--- config.mk ---
export PLATFORM = sky130hd
export DESIGN_NAME = ipv4_rx_header_check_core_flat
export DESIGN_NICKNAME = d
export VERILOG_FILES = /design/src/design/ihc_pkg.sv /design/src/design/ihc_in_if.sv /design/src/design/ihc_out_if.sv /design/src/design/ihc_cfg_if.sv /design/src/design/ihc_cfg_regs.sv /design/src/design/ihc_parse.sv /design/src/design/ihc_result_reg.sv /design/src/design/ipv4_rx_header_check_core.sv /design/src/flat_wrapper.sv
export SDC_FILE = /design/constraint.sdc
export NUM_CORES = 1
export LEC_CHECK = 0
export ABC_AREA = 1
export BUFFER_PORTS_ARGS = -buffer_cell sky130_fd_sc_hd__buf_2
export CORE_MARGIN = 4
export CORE_UTILIZATION = 40
export DETAILED_ROUTE_END_ITERATION = 6
export PLACE_DENSITY_LB_ADDON = 0.2
export SYNTH_ARGS = -nofsm -noshare
export SYNTH_HDL_FRONTEND = slang
export SYNTH_HIERARCHICAL = 1
export SYNTH_SLANG_ARGS = --single-unit
--- constraint.sdc ---
create_clock -name clk_i -period 9.3 [get_ports clk_i]
set_input_delay 0.93 -clock clk_i [delete_from_list [all_inputs] [get_ports clk_i]]
set_output_delay 0.93 -clock clk_i [all_outputs]
set_load 0.1 [all_outputs]
--- src/design/ihc_pkg.sv ---
// package: shared types and constants of the ipv4 rx header check
`default_nettype none
package ihc_pkg;

  localparam int unsigned POS_W   = 5;
  localparam int unsigned ACC_W   = 20;
  localparam int unsigned CFG_IDX_W = 2;

  localparam logic [15:0]      HDR_BYTES     = 16'd20;
  localparam logic [POS_W-1:0] POS_TLEN_HI   = 5'd2;
  localparam logic [POS_W-1:0] POS_TLEN_LO   = 5'd3;
  localparam logic [POS_W-1:0] POS_PROTO     = 5'd9;
  localparam logic [POS_W-1:0] POS_SRC_FIRST = 5'd12;
  localparam logic [POS_W-1:0] POS_SRC_LAST  = 5'd15;
  localparam logic [POS_W-1:0] POS_DST_FIRST = 5'd16;
  localparam logic [POS_W-1:0] POS_DST_LAST  = 5'd19;
  localparam logic [POS_W-1:0] POS_LAST      = 5'd19;

  localparam logic [31:0] ALL_ONES_ADDR  = 32'hFFFF_FFFF;
  localparam logic [15:0] GOOD_CHECKSUM  = 16'h0000;

  localparam logic [7:0] PROTO_ICMP = 8'd1;
  localparam logic [7:0] PROTO_TCP  = 8'd6;
  localparam logic [7:0] PROTO_UDP  = 8'd17;

  typedef enum logic [2:0] {
    VERDICT_TCP       = 3'd0,
    VERDICT_UDP       = 3'd1,
    VERDICT_ICMP      = 3'd2,
    VERDICT_UNKNOWN   = 3'd3,
    VERDICT_SHORT     = 3'd4,
    VERDICT_NOT_OURS  = 3'd5,
    VERDICT_BAD_CSUM  = 3'd6
  } verdict_e;

  typedef enum logic [CFG_IDX_W-1:0] {
    CFG_OWN_ADDR     = 2'd0,
    CFG_SUBNET_BCAST = 2'd1
  } cfg_reg_e;

  typedef struct packed {
    logic [31:0] own_address;
    logic [31:0] subnet_broadcast;
  } cfg_t;

  typedef struct packed {
    verdict_e    verdict;
    logic [7:0]  protocol_number;
    logic [31:0] source_address;
    logic [31:0] dest_address;
    logic [15:0] payload_length;
  } result_t;

  function automatic verdict_e protocol_class(input logic [7:0] proto);
    verdict_e v;
    v = VERDICT_UNKNOWN;
    if (proto == PROTO_TCP) begin
      v = VERDICT_TCP;
    end else if (proto == PROTO_UDP) begin
      v = VERDICT_UDP;
    end else if (proto == PROTO_ICMP) begin
      v = VERDICT_ICMP;
    end
    return v;
  endfunction

endpackage
`default_nettype wire

--- src/design/ihc_in_if.sv ---
// interface: byte input channel
`default_nettype none
interface ihc_in_if;
  logic        valid;
  logic        ready;
  logic [7:0]  data_byte;
  logic        first_byte;
  logic [15:0] buffer_length;

  modport source (output valid, data_byte, first_byte, buffer_length, input ready);
  modport sink   (input valid, data_byte, first_byte, buffer_length, output ready);
endinterface
`default_nettype wire

--- src/design/ihc_out_if.sv ---
// interface: verdict output channel
`default_nettype none
interface ihc_out_if;
  logic        valid;
  logic        ready;
  logic [2:0]  verdict;
  logic [7:0]  protocol_number;
  logic [31:0] source_address;
  logic [31:0] dest_address;
  logic [15:0] payload_length;

  modport source (output valid, verdict, protocol_number, source_address, dest_address,
                  payload_length, input ready);
  modport sink   (input valid, verdict, protocol_number, source_address, dest_address,
                  payload_length, output ready);
endinterface
`default_nettype wire

--- src/design/ihc_cfg_if.sv ---
// interface: configuration write channel
`default_nettype none
interface ihc_cfg_if;
  logic        valid;
  logic        ready;
  logic [1:0]  index;
  logic [31:0] data;

  modport source (output valid, index, data, input ready);
  modport sink   (input valid, index, data, output ready);
endinterface
`default_nettype wire

--- src/design/ihc_cfg_regs.sv ---
// module: configuration register file
`default_nettype none
module ihc_cfg_regs (
  input  wire logic    clk_i,
  input  wire logic    rst_ni,
  ihc_cfg_if.sink      cfg_i,
  output ihc_pkg::cfg_t cfg_o
);

  ihc_pkg::cfg_t cfg_q, cfg_d;

  assign cfg_i.ready = 1'b1;

  always_comb begin
    cfg_d = cfg_q;
    if (cfg_i.valid) begin
      case (cfg_i.index)
        ihc_pkg::CFG_OWN_ADDR:     cfg_d.own_address      = cfg_i.data;
        ihc_pkg::CFG_SUBNET_BCAST: cfg_d.subnet_broadcast = cfg_i.data;
        default: ;
      endcase
    end
  end

  always_ff @(posedge clk_i or negedge rst_ni) begin
    if (!rst_ni) begin
      cfg_q.own_address      <= '0;
      cfg_q.subnet_broadcast <= ihc_pkg::ALL_ONES_ADDR;
    end else begin
      cfg_q <= cfg_d;
    end
  end

  assign cfg_o = cfg_q;

endmodule
`default_nettype wire

--- src/design/ihc_parse.sv ---
// module: input register and header parse stage
`default_nettype none
module ihc_parse (
  input  wire logic          clk_i,
  input  wire logic          rst_ni,
  ihc_in_if.sink             in_i,
  input  wire ihc_pkg::cfg_t cfg_i,
  input  wire logic          out_free_i,
  output logic               res_valid_o,
  output ihc_pkg::result_t   res_o
);

  // input register
  logic        in_valid_q, in_valid_d;
  logic [7:0]  in_byte_q;
  logic        in_first_q;
  logic [15:0] in_blen_q;

  // header state
  logic [ihc_pkg::POS_W-1:0] pos_q, pos_d;
  logic                      active_q, active_d;
  logic [ihc_pkg::ACC_W-1:0] acc_q, acc_d;
  logic [7:0]                pend_q, pend_d;
  logic [15:0]               tlen_q, tlen_d;
  logic [15:0]               blen_q, blen_d;
  logic [7:0]                proto_q, proto_d;
  logic [31:0]               src_q, src_d;
  logic [31:0]               dst_q, dst_d;

  logic                      accept;
  logic                      advance;
  logic                      res_valid;
  logic                      short_buf;
  logic                      act_eff;
  logic [ihc_pkg::POS_W-1:0] pos_eff;
  logic [ihc_pkg::ACC_W-1:0] acc_eff;
  logic [16:0]               fold1;
  logic [15:0]               fold2;
  logic [15:0]               min_len;
  logic                      ours;
  ihc_pkg::result_t          res;

  assign short_buf = in_first_q && (in_blen_q < ihc_pkg::HDR_BYTES);
  assign act_eff   = in_first_q ? !short_buf : active_q;
  assign pos_eff   = in_first_q ? '0 : pos_q;
  assign acc_eff   = in_first_q ? '0 : acc_q;

  assign res_valid = in_valid_q && (short_buf || (act_eff && (pos_eff == ihc_pkg::POS_LAST)));
  assign advance   = in_valid_q && (!res_valid || out_free_i);
  assign in_i.ready = !in_valid_q || advance;
  assign accept    = in_i.valid && in_i.ready;

  always_comb begin
    in_valid_d = in_valid_q;
    if (accept) begin
      in_valid_d = 1'b1;
    end else if (advance) begin
      in_valid_d = 1'b0;
    end
  end

  always_ff @(posedge clk_i or negedge rst_ni) begin
    if (!rst_ni) begin
      in_valid_q <= 1'b0;
    end else begin
      in_valid_q <= in_valid_d;
    end
  end

  always_ff @(posedge clk_i) begin
    if (accept) begin
      in_byte_q  <= in_i.data_byte;
      in_first_q <= in_i.first_byte;
      in_blen_q  <= in_i.buffer_length;
    end
  end

  // field capture; length and address fields are fully shifted in each header
  always_comb begin
    pos_d    = pos_q;
    active_d = act_eff;
    acc_d    = acc_eff;
    pend_d   = pend_q;
    tlen_d   = tlen_q;
    blen_d   = in_first_q ? in_blen_q : blen_q;
    proto_d  = proto_q;
    src_d    = src_q;
    dst_d    = dst_q;
    if (act_eff) begin
      if (!pos_eff[0]) begin
        pend_d = in_byte_q;
      end else begin
        acc_d = acc_eff + {4'd0, pend_q, in_byte_q};
      end
      case (pos_eff) inside
        ihc_pkg::POS_TLEN_HI, ihc_pkg::POS_TLEN_LO: tlen_d = {tlen_q[7:0], in_byte_q};
        ihc_pkg::POS_PROTO:                         proto_d = in_byte_q;
        [ihc_pkg::POS_SRC_FIRST:ihc_pkg::POS_SRC_LAST]: src_d = {src_q[23:0], in_byte_q};
        [ihc_pkg::POS_DST_FIRST:ihc_pkg::POS_DST_LAST]: dst_d = {dst_q[23:0], in_byte_q};
        default: ;
      endcase
      if (pos_eff == ihc_pkg::POS_LAST) begin
        active_d = 1'b0;
        pos_d    = '0;
      end else begin
        pos_d = pos_eff + 1'b1;
      end
    end else if (in_first_q) begin
      pos_d = '0;
    end
  end

  // verdict at the last header byte, or at the first byte of a short buffer
  assign fold1   = {1'b0, acc_d[15:0]} + {13'd0, acc_d[19:16]};
  assign fold2   = fold1[15:0] + {15'd0, fold1[16]};
  assign min_len = (tlen_d < blen_d) ? tlen_d : blen_d;
  assign ours    = (dst_d == cfg_i.own_address) || (dst_d == ihc_pkg::ALL_ONES_ADDR) ||
                   (dst_d == cfg_i.subnet_broadcast);

  always_comb begin
    res = '0;
    if (short_buf) begin
      res.verdict = ihc_pkg::VERDICT_SHORT;
    end else begin
      if (!ours) begin
        res.verdict = ihc_pkg::VERDICT_NOT_OURS;
      end else if (~fold2 != ihc_pkg::GOOD_CHECKSUM) begin
        res.verdict = ihc_pkg::VERDICT_BAD_CSUM;
      end else begin
        res.verdict = ihc_pkg::protocol_class(proto_d);
      end
      res.protocol_number = proto_d;
      res.source_address  = src_d;
      res.dest_address    = dst_d;
      res.payload_length  = (min_len >= ihc_pkg::HDR_BYTES) ? (min_len - ihc_pkg::HDR_BYTES)
                                                           : 16'd0;
    end
  end

  always_ff @(posedge clk_i or negedge rst_ni) begin
    if (!rst_ni) begin
      pos_q    <= '0;
      active_q <= 1'b0;
      acc_q    <= '0;
    end else if (advance) begin
      pos_q    <= pos_d;
      active_q <= active_d;
      acc_q    <= acc_d;
    end
  end

  always_ff @(posedge clk_i) begin
    if (advance) begin
      pend_q  <= pend_d;
      tlen_q  <= tlen_d;
      blen_q  <= blen_d;
      proto_q <= proto_d;
      src_q   <= src_d;
      dst_q   <= dst_d;
    end
  end

  assign res_valid_o = res_valid && advance;
  assign res_o       = res;

endmodule
`default_nettype wire

--- src/design/ihc_result_reg.sv ---
// module: verdict output register
`default_nettype none
module ihc_result_reg (
  input  wire logic             clk_i,
  input  wire logic             rst_ni,
  input  wire logic             load_i,
  input  wire ihc_pkg::result_t res_i,
  output logic                  out_free_o,
  ihc_out_if.source             out_o
);

  logic             valid_q, valid_d;
  ihc_pkg::result_t res_q;

  assign out_free_o = !valid_q || out_o.ready;

  always_comb begin
    valid_d = valid_q;
    if (load_i) begin
      valid_d = 1'b1;
    end else if (out_o.ready) begin
      valid_d = 1'b0;
    end
  end

  always_ff @(posedge clk_i or negedge rst_ni) begin
    if (!rst_ni) begin
      valid_q <= 1'b0;
    end else begin
      valid_q <= valid_d;
    end
  end

  always_ff @(posedge clk_i) begin
    if (load_i) begin
      res_q <= res_i;
    end
  end

  assign out_o.valid           = valid_q;
  assign out_o.verdict         = res_q.verdict;
  assign out_o.protocol_number = res_q.protocol_number;
  assign out_o.source_address  = res_q.source_address;
  assign out_o.dest_address    = res_q.dest_address;
  assign out_o.payload_length  = res_q.payload_length;

endmodule
`default_nettype wire

--- src/design/ipv4_rx_header_check_core.sv ---
// top level: ipv4 receive header check core
//
// takes a received ipv4 packet one byte per word on in_i, first_byte marking
// the start of a packet and buffer_length valid with it. the fixed 20-byte
// header is parsed on the fly: the ones-complement sum of its ten words is
// accumulated and total length, protocol, source and destination captured.
// one verdict word per packet leaves on res_o: short (buffer below 20 bytes,
// issued right after the first byte, other fields zero), not ours (dest is
// not the own address, the subnet broadcast or all-ones), bad checksum, or
// the class from the protocol (tcp, udp, icmp, unknown). otherwise the
// verdict follows the 20th header byte. payload_length is min(total length,
// buffer length) minus 20, floored at zero. a first byte inside an unfinished
// header drops it silently; bytes outside a header are ignored. throughput is
// one byte per clock unless a verdict waits on a full output register: each
// byte passes an input register, one parse stage (one 20-bit add, fold and
// address compare) and lands in the output register. the output register
// frees as the verdict is taken, so back-to-back packets keep streaming.
// cfg_i writes own_address (index 0) and subnet_broadcast (index 1); write
// it only while the core is idle
`default_nettype none
module ipv4_rx_header_check_core (
  input  wire logic clk_i,
  input  wire logic rst_ni,
  ihc_cfg_if.sink   cfg_i,
  ihc_in_if.sink    in_i,
  ihc_out_if.source res_o
);

  ihc_pkg::cfg_t    cfg;
  ihc_pkg::result_t res;
  logic             res_valid;
  logic             out_free;

  // address registers
  ihc_cfg_regs u_cfg_regs (
    .clk_i  (clk_i),
    .rst_ni (rst_ni),
    .cfg_i  (cfg_i),
    .cfg_o  (cfg)
  );

  // byte register, header state and verdict logic
  ihc_parse u_parse (
    .clk_i       (clk_i),
    .rst_ni      (rst_ni),
    .in_i        (in_i),
    .cfg_i       (cfg),
    .out_free_i  (out_free),
    .res_valid_o (res_valid),
    .res_o       (res)
  );

  // verdict holding register toward the consumer
  ihc_result_reg u_result_reg (
    .clk_i      (clk_i),
    .rst_ni     (rst_ni),
    .load_i     (res_valid),
    .res_i      (res),
    .out_free_o (out_free),
    .out_o      (res_o)
  );

endmodule
`default_nettype wire
--- src/flat_wrapper.sv ---
// flat-port wrapper written by rule: the top's interface ports become plain ports
module ipv4_rx_header_check_core_flat 
  (clk_i, rst_ni, cfg_i_valid, cfg_i_index, cfg_i_data, cfg_i_ready, in_i_valid, in_i_data_byte, in_i_first_byte, in_i_buffer_length, in_i_ready, res_o_valid, res_o_verdict, res_o_protocol_number, res_o_source_address, res_o_dest_address, res_o_payload_length, res_o_ready);
  ihc_cfg_if cfg_i_i ();
  ihc_in_if in_i_i ();
  ihc_out_if res_o_i ();
  input  wire logic clk_i;
  input  wire logic rst_ni;
  input wire logic [$bits(cfg_i_i.valid)-1:0] cfg_i_valid;
  input wire logic [$bits(cfg_i_i.index)-1:0] cfg_i_index;
  input wire logic [$bits(cfg_i_i.data)-1:0] cfg_i_data;
  output wire logic [$bits(cfg_i_i.ready)-1:0] cfg_i_ready;
  input wire logic [$bits(in_i_i.valid)-1:0] in_i_valid;
  input wire logic [$bits(in_i_i.data_byte)-1:0] in_i_data_byte;
  input wire logic [$bits(in_i_i.first_byte)-1:0] in_i_first_byte;
  input wire logic [$bits(in_i_i.buffer_length)-1:0] in_i_buffer_length;
  output wire logic [$bits(in_i_i.ready)-1:0] in_i_ready;
  output wire logic [$bits(res_o_i.valid)-1:0] res_o_valid;
  output wire logic [$bits(res_o_i.verdict)-1:0] res_o_verdict;
  output wire logic [$bits(res_o_i.protocol_number)-1:0] res_o_protocol_number;
  output wire logic [$bits(res_o_i.source_address)-1:0] res_o_source_address;
  output wire logic [$bits(res_o_i.dest_address)-1:0] res_o_dest_address;
  output wire logic [$bits(res_o_i.payload_length)-1:0] res_o_payload_length;
  input wire logic [$bits(res_o_i.ready)-1:0] res_o_ready;
  assign cfg_i_i.valid = cfg_i_valid;
  assign cfg_i_i.index = cfg_i_index;
  assign cfg_i_i.data = cfg_i_data;
  assign cfg_i_ready = cfg_i_i.ready;
  assign in_i_i.valid = in_i_valid;
  assign in_i_i.data_byte = in_i_data_byte;
  assign in_i_i.first_byte = in_i_first_byte;
  assign in_i_i.buffer_length = in_i_buffer_length;
  assign in_i_ready = in_i_i.ready;
  assign res_o_valid = res_o_i.valid;
  assign res_o_verdict = res_o_i.verdict;
  assign res_o_protocol_number = res_o_i.protocol_number;
  assign res_o_source_address = res_o_i.source_address;
  assign res_o_dest_address = res_o_i.dest_address;
  assign res_o_payload_length = res_o_i.payload_length;
  assign res_o_i.ready = res_o_ready;
  ipv4_rx_header_check_core u_core (.clk_i(clk_i), .rst_ni(rst_ni), .cfg_i(cfg_i_i), .in_i(in_i_i), .res_o(res_o_i));
endmodule
# ---- Word-level counts from Yosys, hierarchy flattened
# Index checks and enable logic that the tools add are counted.
dict set report word_totals {
  word_cells 113
  regBits 320
  out_inout_bits 94
  input_bits 64
}
dict set report classes {
  order_cmp 7
  add_sub_neg 5
  muxes 34
  eq_ne 11
  bitwise_logic 4
  n_reduce_logical 29
}
# operator n
set op_table {}
lappend op_table {{$mux 32} 9}
lappend op_table {{$eq 32x32->1} 2}
lappend op_table {{$mux 16} 4}
lappend op_table {{$mux 20} 3}
lappend op_table {{$eq 32x32->1 const B} 1}
lappend op_table {{$mux 8} 3}
lappend op_table {{$add 20x16->20} 1}
lappend op_table {{$add 16x4->17} 1}
lappend op_table {{$add 16x1->16} 1}
lappend op_table {{$ge 16x5->1 const B} 1}
lappend op_table {{$lt 16x16->1} 1}
lappend op_table {{$lt 16x5->1 const B} 1}
lappend op_table {{$not 16->16} 1}
lappend op_table {{$reduce_bool 16->1} 1}
lappend op_table {{$sub 16x5->16 const B} 1}
lappend op_table {{$mux 5} 3}
lappend op_table {{$eq 5x2->1 const B} 2}
lappend op_table {{$mux 1} 9}
lappend op_table {{$eq 8x1->1 const B} 1}
lappend op_table {{$eq 8x3->1 const B} 1}
lappend op_table {{$eq 8x5->1 const B} 1}
lappend op_table {{$logic_and 1x1->1} 8}
lappend op_table {{$logic_or 1x1->1} 6}
lappend op_table {{$mux 3} 2}
lappend op_table {{17 further kinds} 26}

# ---- Logic depth before layout (Yosys ltp)
dict set report logic_depth {
  depth_word 13
  ltp_mapped 48
}

# ---- Modules after synthesis
# Netlist, hierarchy kept.
# module area_per_inst_um2 instances cells_per_inst seq_area_each_um2
set modules_own_cells {}
lappend modules_own_cells {ihc_parse 11378.4 1 1513 4789.6}
lappend modules_own_cells {ihc_result_reg 2777.7 1 96 2757.6}
lappend modules_own_cells {ihc_cfg_regs 2640.0 1 285 1641.6}

# ---- Worst setup path before layout
# OpenSTA, ideal clock, no wires.
dict set report synth_path {
  kind {register to register}
  from {register u_core.u_parse.in_first_q}
  to {register u_core.u_parse.blen_q[0] (enable)}
  setup_slack_ns 2.537
  path_stages_with_launch 16
  path_buffers 5
  t_arrival_ns 6.255
  cell_sequence {edfxtp_1 -> clkbuf_1 -> clkbuf_1 -> buf_1 -> nor2_1 -> ha_1 -> inv_1 -> nor3_2 -> nand2_1 -> a21bo_2 -> nor2_1 -> inv_1 -> nand2_1 -> inv_1 -> clkbuf_1 -> clkbuf_1}
}
dict set report synth_via {
  elab_chain_len 9
  elab_cells_between_ends 11
}
# element line_no
set synth_lines {}
lappend synth_lines {{from (decl)} ihc_parse.sv:16} ;# logic in_first_q;
lappend synth_lines {{from (signal assigned)} ihc_parse.sv:73} ;# in_first_q <= in_i.first_byte;
lappend synth_lines {{parallel branches: the longest is 4 deep, another holds $mux 5} -}
lappend synth_lines {{$logic_or 1x1->1 (*)} ihc_parse.sv:48} ;# assign res_valid = in_valid_q && (short_buf || (act_eff && (pos_eff == ihc_pkg::POS_LAST)));
lappend synth_lines {{$logic_and 1x1->1 (*)} ihc_parse.sv:48}
lappend synth_lines {{$logic_not 1->1 (*)} ihc_parse.sv:49} ;# assign advance = in_valid_q && (!res_valid || out_free_i);
lappend synth_lines {{$logic_or 1x1->1 (*)} ihc_parse.sv:49}
lappend synth_lines {{$logic_and 1x1->1 (*)} ihc_parse.sv:49}
lappend synth_lines {{net u_core.u_parse.advance} ihc_parse.sv:31} ;# logic advance;
lappend synth_lines {{to (signal assigned)} ihc_parse.sv:156} ;# blen_q <= blen_d;
lappend synth_lines {{to (decl)} ihc_parse.sv:25} ;# logic [15:0] blen_q, blen_d;
# Mark *: on every way through the listed nets, which the timed path passes.
# A chain may end at the register's enable or synchronous reset.

# ---- Final worst setup path
dict set report layout_path {
  from {register u_core.u_parse.in_first_q}
  to {register u_core.u_result_reg.res_q (netlist bit u_core/u_result_reg/out_o.verdict[2]) (data pin)}
}
dict set report layout_via {
  elab_cells_between_ends 39
}
# element line_no
set layout_lines {}
lappend layout_lines {{$mux 20 or $logic_and 1x1->1 (tied branches)} {ihc_parse.sv:46, ihc_parse.sv:43}}
lappend layout_lines {{$add 20x16->20 or $logic_not 1->1 (tied branches)} {ihc_parse.sv:93, ihc_parse.sv:44}}
lappend layout_lines {{$mux 20 or $mux 1 (tied branches)} {ihc_parse.sv:90, ihc_parse.sv:44}}
lappend layout_lines {{$mux 20 (*)} ihc_parse.sv:89} ;# if (act_eff) begin
lappend layout_lines {{net u_core.u_parse.acc_d, one bit} ihc_parse.sv:22} ;# logic [ihc_pkg::ACC_W-1:0] acc_q, acc_d;
lappend layout_lines {{$add 16x4->17 (*)} ihc_parse.sv:114} ;# assign fold1 = {1'b0, acc_d[15:0]} + {13'd0, acc_d[19:16]};
lappend layout_lines {{$add 16x1->16 (*)} ihc_parse.sv:115} ;# assign fold2 = fold1[15:0] + {15'd0, fold1[16]};
lappend layout_lines {{$not 16->16 (*)} ihc_parse.sv:127} ;# end else if (~fold2 != ihc_pkg::GOOD_CHECKSUM) begin
lappend layout_lines {{$reduce_bool 16->1 (*)} ihc_parse.sv:127}
lappend layout_lines {{$reduce_or 3->1 (no source line) (*)} -}
lappend layout_lines {{to (signal assigned)} ihc_result_reg.sv:36} ;# res_q <= res_i;
lappend layout_lines {{to (decl)} ihc_result_reg.sv:13} ;# ihc_pkg::result_t res_q;
# Mark *: on every way through the listed nets, which the timed path passes. The rest lies on a longest branch.

==> flow_summary.json <==
{
  "n_fill_cell": 4039,
  "cts_setup_buffers": 0,
  "switching_share_pct": 28.57,
  "finalSetupTns_ps": 0,
  "overflow": 0,
  "via_count": 12980,
  "antenna_found_initial": 8,
  "power_density_mw_per_mm2": 204.3,
  "grt_max_degree": 69,
  "crit_arrival_ps": 7060,
  "synthToLayoutAreaGrowth_pct": 14.89,
  "synth-edff-count": 228,
  "ios": 158,
  "cp_slowest_cell": "buf_4",
  "power_frac_seq_pct": 44.2,
  "fin_nets": 2143,
  "avgSynthCellArea_um2": 8.868,
  "path_delay_family": "simple AND/OR/NAND/NOR gates",
  "htree_levels": 2,
  "setup_viol": 0,
  "worst_hold_slack_ps": 389.8,
  "cts-resized-gates": 0,
  "ir_drop_mv": 0.1541,
  "max-clock-path-buffers": 3,
  "min_path_type": "in -> async",
  "drtPass1Iterations": 5,
  "dieArea_mm2": 0.04533,
  "path_buf_inv": 4,
  "cp.required_ps": 9600,
  "r2r_slack_ps": 2540,
  "synthFlopType": "edfxtp_1",
  "path_common_cell": "nand2_1",
  "viasPerCell": 4.989,
  "yosys.area.top_type": "edfxtp_1",
  "yosysSeqAreaShare_pct": 54.71,
  "io_buffers": 156,
  "ys_types": 51,
  "drv_slew": 0,
  "fin_util_pct": 46.84,
  "grt_usage_pct": 19.30,
  "worstSetupStartpointType": "register",
  "cts_hold_buf": 0,
  "clk_pin_slew_worst_paths_ps": 60,
  "yosys_register_bits": 320,
  "synthArstFlopShare_pct": 28.75,
  "clock_skew_ps": 16.06,
  "antenna_left": 0,
  "start_util_pct": 40.77,
  "timing.rr.start": "u_core/u_parse/in_first_q$_DFFE_PP_",
  "period_minus_slack_ps": 6761,
  "grt_pass1_wl_mm": 68.89,
  "post-route-drc-count": 0,
  "drt-total-wl_mm": 43.95,
  "ys_warn_count": 6,
  "worst-slew-pin-transition_ps": 1206,
  "worst_path_largest_cell_delay_ps": 400,
  "netlist.area_leader.share_pct": 40.76,
  "dieHeight_um": 212.9,
  "cts_sinks": 320,
  "fmax_ghz": 0.1479,
  "cts_tree": "yes",
  "status": "finished clean",
  "multi_input_area_mm2": 0.006437,
  "die_x_um": 212.9,
  "path_class": "reg -> reg",
  "core_area_mm2": 0.04120,
  "p_comb_share_pct": 17.9,
  "crit_start": "u_core/u_parse/in_first_q$_DFFE_PP_",
  "p_sw_uw": 1127,
  "avgRoutedWirePerCell_um": 16.90,
  "syn-num-nets": 1999,
  "finalCritPeriodShare_pct": 72.70,
  "synth_area_mm2": 0.01680,
  "regArea_mm2": 0.009189,
  "dp_hpwl_mm": 31.39,
  "max-cap-violations": 0,
  "gp_congestion": 0.9138,
  "critical_path.max_fanout": 43,
  "finalHoldViolCount": 0,
  "drtIter0Drc": 747,
  "internal-power_uw": 2816,
  "drive_gt1_share_pct": 14.71,
  "rows": 74,
  "maxSlewHeadroom_pct": 19.58,
  "root_buffer": "clkbuf_16",
  "syn_inst": 1894,
  "cp-end-kind": "register",
  "leakagePower_uw": 0.008662,
  "p_clk_share_pct": 37.8,
  "numCtsBuffers": 38,
  "synth_area_leaders": "edfxtp_1 41%, nand2_1 12%, dfrtp_1 8.9%, inv_1 5.0%, dfstp_2 5.0%",
  "rsz0062_at_grt": "no",
  "grt_pass1_vias": 12670,
  "clk-insertion-delay-late_ps": 540
}
[power by group through the flow]
stage	Sequential, uW	Clock [uW]	Combinational [uW]
6_report	1740	1490	707
5_1_grt	1750	1590	812
4_1_cts	1740	1530	711
3_5_place_dp	1770	0	707
3_3_place_gp	1770	0	701
2_1_floorplan	1750	0	530
[flip-flops by register name, summed over array words and instances, names as in the netlist, 3 cells and up]
name                                       count
u_core/u_parse/pend_q                          8
u_core/u_result_reg/out_o.protocol_number      8
u_core/u_parse/pos_q                           5
u_core/u_parse/proto_q                         8
u_core/u_parse/acc_q                          20
u_core/u_parse/dst_q                          32
u_core/u_parse/tlen_q                         16
u_core/u_result_reg/out_o.verdict              3
u_core/u_result_reg/out_o.dest_address        32
u_core/u_parse/blen_q                         16
u_core/u_cfg_regs/cfg_o                       64
u_core/u_parse/in_byte_q                       8
u_core/u_parse/in_blen_q                      16
u_core/u_result_reg/out_o.source_address      32
u_core/u_result_reg/out_o.payload_length      16
u_core/u_parse/src_q                          32
[synth_stat cells (3+ instances only)]
cell type	number
o21ai_0	76
o21bai_1	3
nand2_1	550
xor2_1	41
nand2_2	8
nand3b_1	5
buf_2	27
o21ai_1	37
or2_2	15
nor3_1	20
edfxtp_1	228
nor2_2	4
buf_4	5
xnor2_1	32
clkbuf_1	28
nand3_1	105
inv_2	10
nor4_1	7
mux2i_1	24
dfstp_2	32
inv_1	225
o21ai_2	5
a21oi_1	28
dfrtp_1	60
ha_1	39
nand4_1	61
nor2_1	187
[cell type report]
cell class              instances  share of cell area, %
flip-flops and latches        320                  47.62
inverters                     237                  4.623
clock inverters                15                 0.9337
diodes                          3                0.03890
multi-input cells            1274                  33.36
repair buffers                167                  4.487
clock buffers                  53                  5.492
well taps                     532                  3.449
[final timing paths]
path,to,depth (start not counted)
max,u_core/u_result_reg/out_o.verdict[2]$_DFFE_PP_,38
min,u_core/u_cfg_regs/cfg_o[62]$_DFFE_PN0P_,1
max reg2reg,u_core/u_result_reg/out_o.verdict[2]$_DFFE_PP_,38
min reg2reg,u_core/u_cfg_regs/cfg_o[6]$_DFFE_PN1P_,2
max in group asynchronous,u_core/u_parse/acc_q[19]$_DFFE_PN0P_,2
min in group clk_i,u_core/u_cfg_regs/cfg_o[6]$_DFFE_PN1P_,2
[layer usage]
layer,vias to the layer above,track usage (%),routed length [um],share of wire [%]
li1,6491,-,-,-
met1,6082,26.05,19580,45
met2,315,30.96,20230,46
met3,77,5.113,2947,6.7
met4,12,5.420,1102,2.5
met5,-,0,92,0.21
[per-stage QoR]
step                instance area, um^2  setup slack [ps]  instances  total power, uW
floorplan                         16800              2537       1894             2283
global placement                  18050              2917       2530             2470
detailed placement                18050              2667       2530             2477
CTS                               19290              2634       2598             3988
global route                      19290              1739       2598             4156
finish                            19300              2539       2601             3943
[logic make-up after synthesis]
| kind of cell | Yosys count | share of synthesized area, % |
|---|---|---|
| buffers and inverters | 300 | 7.107 |
| AND/OR/NAND/NOR | 970 | 24.44 |
| flip-flops | 320 | 54.71 |
| other | 1 | 0.02233 |
| adder cells (fa/ha/maj) | 41 | 3.144 |
| multiplexers | 24 | 1.430 |
| AO/OA/AOI/OAI | 165 | 5.341 |
| XOR/XNOR | 73 | 3.807 |
[cell usage in the layout (no fill, tap or decap), types with 3 or more instances in the layout]
cell type | Yosys | layout
a21oi_1 | 28 | 28
buf_2 | 27 | 155
buf_4 | 5 | 12
bufinv_16 | 0 | 4
clkbuf_1 | 28 | 12
clkbuf_16 | 0 | 40
clkinv_1 | 2 | 8
dfrtp_1 | 60 | 60
dfstp_2 | 32 | 32
diode_2 | 0 | 3
edfxtp_1 | 228 | 228
ha_1 | 39 | 39
inv_1 | 225 | 224
inv_2 | 10 | 10
mux2i_1 | 24 | 24
nand2_1 | 550 | 550
nand2_2 | 8 | 8
nand3_1 | 105 | 105
nand3b_1 | 5 | 5
nand4_1 | 61 | 61
nor2_1 | 187 | 186
nor2_2 | 4 | 3
nor2_4 | 1 | 3
nor3_1 | 20 | 19
nor4_1 | 7 | 6
o21ai_0 | 76 | 76
o21ai_1 | 37 | 37
o21ai_2 | 5 | 5
o21bai_1 | 3 | 3
or2_2 | 15 | 15
xnor2_1 | 32 | 32
xor2_1 | 41 | 41
No activity file was read; power rests on OpenSTA's default activity.
